===== src/hw/rtl/gids_pkg.sv =====
package gids_pkg;

  // register indexes on the configuration port
  localparam logic [2:0] RegEnabled        = 3'd0;
  localparam logic [2:0] RegPowerGated     = 3'd1;
  localparam logic [2:0] RegActiveLow      = 3'd2;
  localparam logic [2:0] RegSampleInterval = 3'd3;
  localparam logic [2:0] RegSettlingTime   = 3'd4;
  localparam logic [2:0] RegDebounce       = 3'd5;

  localparam int CfgAddrWidth = 5;
  localparam int InDataWidth  = 72;
  localparam int OutDataWidth = 72;

  // configuration bundle from the register file to the poll logic
  typedef struct packed {
    logic        enabled;
    logic        power_gated;
    logic        invert_pin;
    logic [31:0] sample_gap;
    logic [31:0] settle_time;
    logic [31:0] hold_time;
  } cfg_t;

  // one poll item
  typedef struct packed {
    logic [31:0] power_on_time;
    logic        pin_level;
    logic [31:0] now_ms;
  } poll_t;

  // one result item
  typedef struct packed {
    logic        power_release;
    logic        power_request;
    logic        sample_ready;
    logic [31:0] last_change_ms;
    logic [31:0] changes_seen;
    logic        active_level;
    logic        busy_status;
  } result_t;

endpackage


===== src/hw/rtl/gated_input_debounce_sampler_unit.sv =====
// Switch input debounce with power-gated sampling. Each poll beat on the
// slave stream gives one result beat on the master stream, in order. A poll
// is registered on entry, then worked out against the block state and
// written to the result register once that register is free or being
// drained; one poll is taken every cycle while the master side keeps
// taking results. Configuration goes through the APB port at byte address
// 4*index and must only be written while no poll is in flight.
module gated_input_debounce_sampler_unit
  import gids_pkg::*;
(
  input  logic                    clk,
  input  logic                    rst,
  // slave stream
  input  logic                    s_tvalid,
  output logic                    s_tready,
  // now_ms[31:0], pin_level[32], power_on_time[64:33], zero pad
  input  logic [InDataWidth-1:0]  s_tdata,
  // master stream
  output logic                    m_tvalid,
  input  logic                    m_tready,
  // busy_status[0], active_level[1], changes_seen[33:2],
  // last_change_ms[65:34], sample_ready[66], power_request[67],
  // power_release[68], zero pad
  output logic [OutDataWidth-1:0] m_tdata,
  // configuration port
  input  logic                    psel,
  input  logic                    penable,
  input  logic                    pwrite,
  input  logic [CfgAddrWidth-1:0] paddr,
  input  logic [31:0]             pwdata,
  output logic [31:0]             prdata,
  output logic                    pready
);

  localparam int PollBits   = $bits(poll_t);
  localparam int ResultBits = $bits(result_t);

  cfg_t    cfg;
  poll_t   poll;
  logic    poll_valid;
  logic    advance;
  result_t result;
  result_t result_q;

  gids_cfg u_cfg (
    .clk     (clk),
    .rst     (rst),
    .psel    (psel),
    .penable (penable),
    .pwrite  (pwrite),
    .paddr   (paddr),
    .pwdata  (pwdata),
    .prdata  (prdata),
    .pready  (pready),
    .cfg     (cfg)
  );

  // a poll moves on when the result register is free or being drained
  assign advance  = poll_valid && (!m_tvalid || m_tready);
  assign s_tready = !poll_valid || advance;

  // input register
  always_ff @(posedge clk) begin
    if (rst) begin
      poll_valid <= 1'b0;
    end else if (s_tready) begin
      poll_valid <= s_tvalid;
    end
  end

  always_ff @(posedge clk) begin
    if (s_tready && s_tvalid) begin
      poll <= poll_t'(s_tdata[PollBits-1:0]);
    end
  end

  gids_core u_core (
    .clk     (clk),
    .rst     (rst),
    .cfg     (cfg),
    .advance (advance),
    .poll    (poll),
    .result  (result)
  );

  // result register
  always_ff @(posedge clk) begin
    if (rst) begin
      m_tvalid <= 1'b0;
    end else if (advance) begin
      m_tvalid <= 1'b1;
    end else if (m_tready) begin
      m_tvalid <= 1'b0;
    end
  end

  always_ff @(posedge clk) begin
    if (advance) begin
      result_q <= result;
    end
  end

  assign m_tdata = {{(OutDataWidth-ResultBits){1'b0}}, result_q};

endmodule


===== src/hw/rtl/gids_cfg.sv =====
module gids_cfg
  import gids_pkg::*;
(
  input  logic                    clk,
  input  logic                    rst,
  input  logic                    psel,
  input  logic                    penable,
  input  logic                    pwrite,
  input  logic [CfgAddrWidth-1:0] paddr,
  input  logic [31:0]             pwdata,
  output logic [31:0]             prdata,
  output logic                    pready,
  output cfg_t                    cfg
);

  logic [2:0] reg_index;
  logic       wr_en;

  assign reg_index = paddr[CfgAddrWidth-1:2];
  assign wr_en     = psel && penable && pwrite;
  assign pready    = 1'b1;

  // register writes
  always_ff @(posedge clk) begin
    if (rst) begin
      cfg <= '0;
    end else if (wr_en) begin
      case (reg_index)
        RegEnabled:        cfg.enabled     <= pwdata[0];
        RegPowerGated:     cfg.power_gated <= pwdata[0];
        RegActiveLow:      cfg.invert_pin  <= pwdata[0];
        RegSampleInterval: cfg.sample_gap  <= pwdata;
        RegSettlingTime:   cfg.settle_time <= pwdata;
        RegDebounce:       cfg.hold_time   <= pwdata;
        default: ;
      endcase
    end
  end

  // read mux
  always_comb begin
    case (reg_index)
      RegEnabled:        prdata = {31'd0, cfg.enabled};
      RegPowerGated:     prdata = {31'd0, cfg.power_gated};
      RegActiveLow:      prdata = {31'd0, cfg.invert_pin};
      RegSampleInterval: prdata = cfg.sample_gap;
      RegSettlingTime:   prdata = cfg.settle_time;
      RegDebounce:       prdata = cfg.hold_time;
      default:           prdata = '0;
    endcase
  end

endmodule


===== src/hw/rtl/gids_core.sv =====
module gids_core
  import gids_pkg::*;
(
  input  logic    clk,
  input  logic    rst,
  input  cfg_t    cfg,
  input  logic    advance,
  input  poll_t   poll,
  output result_t result
);

  // poll state
  logic        gate_settling, gate_settling_next;
  logic [31:0] last_sample_ms, last_sample_ms_next;
  logic [31:0] stable_since_ms, stable_since_ms_next;
  logic        timing_change, timing_change_next;
  logic        candidate_level, candidate_level_next;
  logic        committed_level, committed_level_next;
  logic        have_sample, have_sample_next;
  logic [31:0] change_total, change_total_next;
  logic [31:0] change_stamp, change_stamp_next;

  logic        logical;
  logic [31:0] since_sample;
  logic [31:0] since_power;
  logic [31:0] since_stable;
  logic        interval_wait;
  logic        settle_wait;
  logic        new_candidate;
  logic        commit_en;
  logic        commit_lvl;
  logic        busy, preq, prel;

  assign logical      = poll.pin_level ^ cfg.invert_pin;
  assign since_sample = poll.now_ms - last_sample_ms;
  assign since_power  = poll.now_ms - poll.power_on_time;
  assign since_stable = poll.now_ms - stable_since_ms;

  assign interval_wait = have_sample && (cfg.sample_gap != '0) &&
                         (since_sample < cfg.sample_gap);
  assign settle_wait   = (cfg.settle_time != '0) &&
                         (since_power < cfg.settle_time);
  assign new_candidate = (logical != candidate_level) || !timing_change;

  // step logic for one poll
  always_comb begin
    gate_settling_next   = gate_settling;
    last_sample_ms_next  = last_sample_ms;
    stable_since_ms_next = stable_since_ms;
    timing_change_next   = timing_change;
    candidate_level_next = candidate_level;
    have_sample_next     = have_sample;
    busy       = 1'b0;
    preq       = 1'b0;
    prel       = 1'b0;
    commit_en  = 1'b0;
    commit_lvl = logical;
    if (cfg.enabled) begin
      if (cfg.power_gated) begin
        busy = 1'b1;
        if (gate_settling || !interval_wait) begin
          preq               = !gate_settling;
          gate_settling_next = 1'b1;
          if (!settle_wait) begin
            commit_en           = 1'b1;
            have_sample_next    = 1'b1;
            last_sample_ms_next = poll.now_ms;
            prel                = 1'b1;
            gate_settling_next  = 1'b0;
          end
        end
      end else if (cfg.hold_time == '0) begin
        commit_en = 1'b1;
      end else if (new_candidate) begin
        // restart the stable period; a nonzero debounce never passes at once
        candidate_level_next = logical;
        stable_since_ms_next = poll.now_ms;
        timing_change_next   = 1'b1;
      end else if (since_stable >= cfg.hold_time) begin
        commit_en          = 1'b1;
        commit_lvl         = candidate_level;
        timing_change_next = 1'b0;
      end
    end
  end

  // commit a level change
  always_comb begin
    committed_level_next = committed_level;
    change_total_next    = change_total;
    change_stamp_next    = change_stamp;
    if (commit_en && (commit_lvl != committed_level)) begin
      committed_level_next = commit_lvl;
      change_total_next    = change_total + 32'd1;
      change_stamp_next    = poll.now_ms;
    end
  end

  // state registers
  always_ff @(posedge clk) begin
    if (rst) begin
      gate_settling   <= 1'b0;
      last_sample_ms  <= '0;
      stable_since_ms <= '0;
      timing_change   <= 1'b0;
      candidate_level <= 1'b0;
      committed_level <= 1'b0;
      have_sample     <= 1'b0;
      change_total    <= '0;
      change_stamp    <= '0;
    end else if (advance) begin
      gate_settling   <= gate_settling_next;
      last_sample_ms  <= last_sample_ms_next;
      stable_since_ms <= stable_since_ms_next;
      timing_change   <= timing_change_next;
      candidate_level <= candidate_level_next;
      committed_level <= committed_level_next;
      have_sample     <= have_sample_next;
      change_total    <= change_total_next;
      change_stamp    <= change_stamp_next;
    end
  end

  // result of this poll
  always_comb begin
    result.busy_status    = busy;
    result.active_level   = committed_level_next;
    result.changes_seen   = change_total_next;
    result.last_change_ms = change_stamp_next;
    result.sample_ready   = have_sample_next;
    result.power_request  = preq;
    result.power_release  = prel;
  end

endmodule


===== config.mk =====
export PLATFORM = sky130hd
export DESIGN_NAME = gated_input_debounce_sampler_unit
export DESIGN_NICKNAME = d
export VERILOG_FILES = /design/src/hw/rtl/gids_pkg.sv /design/src/hw/rtl/gated_input_debounce_sampler_unit.sv /design/src/hw/rtl/gids_cfg.sv /design/src/hw/rtl/gids_core.sv
export SDC_FILE = /design/constraint.sdc
export NUM_CORES = 1
export LEC_CHECK = 0
export BUFFER_PORTS_ARGS = -buffer_cell sky130_fd_sc_hd__clkbuf_2
export CAP_MARGIN = 10
export CORE_MARGIN = 10
export CORE_UTILIZATION = 55
export CTS_CLUSTER_SIZE = 8
export DETAILED_ROUTE_END_ITERATION = 16
export PLACE_DENSITY_LB_ADDON = 0.1
export SYNTH_ARGS = -nofsm -noshare
export SYNTH_HDL_FRONTEND = slang
export SYNTH_SLANG_ARGS = --single-unit

===== constraint.sdc =====
create_clock -name clk -period 6.95 [get_ports clk]
set_input_delay 1.0425 -clock clk [delete_from_list [all_inputs] [get_ports clk]]
set_output_delay 1.0425 -clock clk [all_outputs]
set_load 0.01 [all_outputs]

==> impl_results.md <==
* Outcome: finished clean
* Fin. max-slew vios at 0
* Worst-path clk slew at around 0.060 ns
* Placed Instances at approximately 3,200
* DRT Pass-1 Iters at 5
* Worst vdd rail ir drop at about 0.00017 V
* Most used DFF post-synth: dfxtp_1
* Hold Slack at 0.452 ns
* Die area at between 40,000 and 50,000 sq um
* Max Cap Violations at 0
* Most area-consuming cells after synthesis: dfxtp_1 22%, edfxtp_1 19%, ha_1 11%
* Synth top cells by count: 453 x nand2_1, 260 x a21oi_1, 234 x dfxtp_1
* Vias at ~19,000
* Worst hold endpoint: u_core.stable_since_ms[7]
* # setup viols final at 0
* CTS root buffer: clkbuf_16
* Die Y at between 200 and 250 um
* Initial antenna violation count at 6
* Num CTS Buffers at just over 50
* Synth Instances at around 2,500
* TritonCTS clock tree: done
* Mapped Area at about 21,000 sq um
* I/O Buffers at ~210
* Congestion Overflow GR at 0
* Gpl congestion at slightly above 0.9
* HP Class: reg2reg
* Hold_sp: u_core.stable_since_ms[7]
* Final Hold Viols at 0
* Static Leak at between 9 and 10 nW
* Post-layout min period at approximately 6.7 ns
* TritonCTS Sinks at 368
* Yosys warning count at 0
* CP Max Fanout at 6
* #FFs+latches synth at about 370
* Core Box Area at ~39,000 sq um
* Avg WL per Cell at between 15 and 20 um
* Vias per inst at between 5 and 6
* Syn_area_per_cell at about 8.6 sq um
* Die X at 218 um
* Total Nets Final at 3,025
* Critical Path End Type: flip-flop
* DP Wirelength at about 48,000 um
* Final Cycle Share at 96.8%
* Synth top area share at between 20% and 30%
* Critical path type: reg2reg
* Share of layout cells above drive strength 1 at between 10 and 15%
* Vias in the first global route at between 15,000 and 20,000
* H-tree Lvls at 2
* Synthesis-to-layout area growth at 15.3%
* CTS Buffer Depth at 3
* Hold Path Depth at 2
* Worst reg2reg path startpoint: poll[0]
* Critical path data arrival time at between 7 and 8 ns
* Setup crit start kind: flip-flop
* DRC at 0
* Post-DRT Antenna Nets at 0
* Ports at roughly 220
* Skew-Pair Late Insertion Delay at 0.60 ns
* Cell Rows at between 70 and 80
* First DRT Iteration DRCs at roughly 1,700
* Pwr dens at around 220 nW/um^2
* Normalized max-slew margin at a little under a quarter
* Most common cell in the netlist: nand2_1
* Reg2Reg Depth at 25
* Dominant cell type by area after synthesis: dfxtp_1
* Util after Layout at between 60% and 70%
* First-pass GRT wire length at ~100,000 um
* Final Cell Area at 24,800 sq um
* Sequential area share after synthesis at between 40% and 50%
* Post-synth EDFFs at about 130
* Critical Path RT at between 7 and 8 ns
* Largest net degree at the start of global routing at 96
* Final cell count without fillers at ~3,300
* Async S/R FF share, synth at 0%
* DP Area at between 20,000 and 25,000 sq um
* Actual slew at the worst max-slew pin at 1.15 ns
* Clk_skew at approximately 0.016 ns
* Gr usage total at 26.4%
* Reg2reg end: u_core.change_total[26]
* Drt total wl at about 65,000 um
* Synth cell types at 69
* Reg-to-reg setup timing slack at between 0.2 and 0.25 ns
* Initial Util at a little under three fifths
* F_max at 0.149 GHz
worst max path at each step:
stage                         endpoint  cells after the start     from
2_1_floorplan  u_core.change_total[28]                     23  poll[0]
3_3_place_gp   u_core.change_total[28]                     25  poll[0]
3_5_place_dp   u_core.change_total[26]                     25  poll[0]
4_1_cts        u_core.change_total[26]                     25  poll[0]
5_1_grt        u_core.change_total[26]                     25  poll[0]
6_report       u_core.change_total[26]                     25  poll[0]
state kept, by name (all words and copies together), names as in the netlist, 32 cells and up:
name                    flops
u_core.last_sample_ms      32
poll                       65
m_tdata                    69
u_core.stable_since_ms     32
u_core.change_total        32
u_cfg.cfg                  99
u_core.change_stamp        32
cell families (layout without fill, tap and decap cells):
group | Yosys count | after routing | share of synthesized area [%]
flip-flops | 368 | 368 | 40.6
XOR/XNOR | 136 | 136 | 5.55
adder cells (fa/ha/maj) | 191 | 191 | 11.2
buffers and inverters | 312 | 556 | 5.61
other | 2 | 6 | 0.0350
multiplexers | 46 | 46 | 2.20
AO/OA/AOI/OAI | 566 | 566 | 16.4
AND/OR/NAND/NOR | 886 | 886 | 18.4
cells in the final DEF, fill, tap and decap left out, types with 10 or more instances in the layout:
master / instances
dfxtp_1: 234
buf_4: 49
nor4_1: 27
clkbuf_2: 208
clkbuf_1: 34
xor2_1: 44
nand2_1: 453
nor3_1: 21
edfxtp_1: 134
mux2i_1: 37
a31oi_1: 12
o22ai_1: 33
clkbuf_16: 51
o21a_1: 22
ha_1: 188
nand4_1: 36
a22o_1: 32
and3_1: 27
o21ai_0: 50
nand2b_1: 22
xnor2_1: 92
nor2b_1: 23
or3_1: 14
nor2_1: 135
a211oi_1: 10
a21o_1: 55
a21oi_1: 260
nand3_1: 88
inv_1: 203
worst max-delay path, stage by stage (launching register included):
cell       delay (ns)
edfxtp_1         0.44
inv_1            0.11
buf_4            0.13
ha_1             0.22
inv_1            0.07
fa_1             0.40
a21o_1           0.19
a211o_1          0.33
a311oi_2         0.27
buf_4            0.18
o21ai_2          0.11
nor3b_1          0.22
o311a_1          0.37
a2111o_1         0.44
a221o_1          0.33
a21oi_2          0.15
xnor2_1          0.11
ha_1             0.30
nand4_1          0.15
a2111oi_2        0.35
buf_4            0.18
a21oi_1          0.10
o21a_2           0.27
or3_4            0.45
or3_1            0.40
mux2_1           0.33
per-stage QoR:
stage	TNS (ns)	worst slack [ns]	power [mW]
final	0	0.221	5.41
after global routing	-0.0196	-0.0196	5.63
after CTS	0	0.0906	5.44
after detailed placement	0	0.132	3.12
after global placement	0	0.304	3.09
after floorplan	0	1.02	2.86
area by class of cell:
class | count | area (sq um)
inverters | 204 | 767
fillers | 3302 | 13900
well taps | 518 | 648
diodes | 2 | 5.00
repair buffers | 264 | 1540
flip-flops and latches | 368 | 8710
clock inverters | 3 | 48.8
multi-input cells | 1829 | 11600
clock buffers | 85 | 1400
what timing repair did:
action,4_1_cts,5_1_grt
hold buffers,0,0
setup buffers,0,0
setup endpoints to repair,0,35
gates resized for setup,0,5
report_power, final:
group          internal [mW]  switching [mW]  total, mW
logic                  0.312           0.452      0.764
clock network           1.37           0.959       2.32
registers               2.28          0.0370       2.32
per-layer routing:
layer  GRT usage [%]  routed length, um
met2            44.2              31000
met4            8.62               1770
met5               0                 67
met1            33.8              27400
met3            4.80               4410
(Power assumes the default switching activity.)
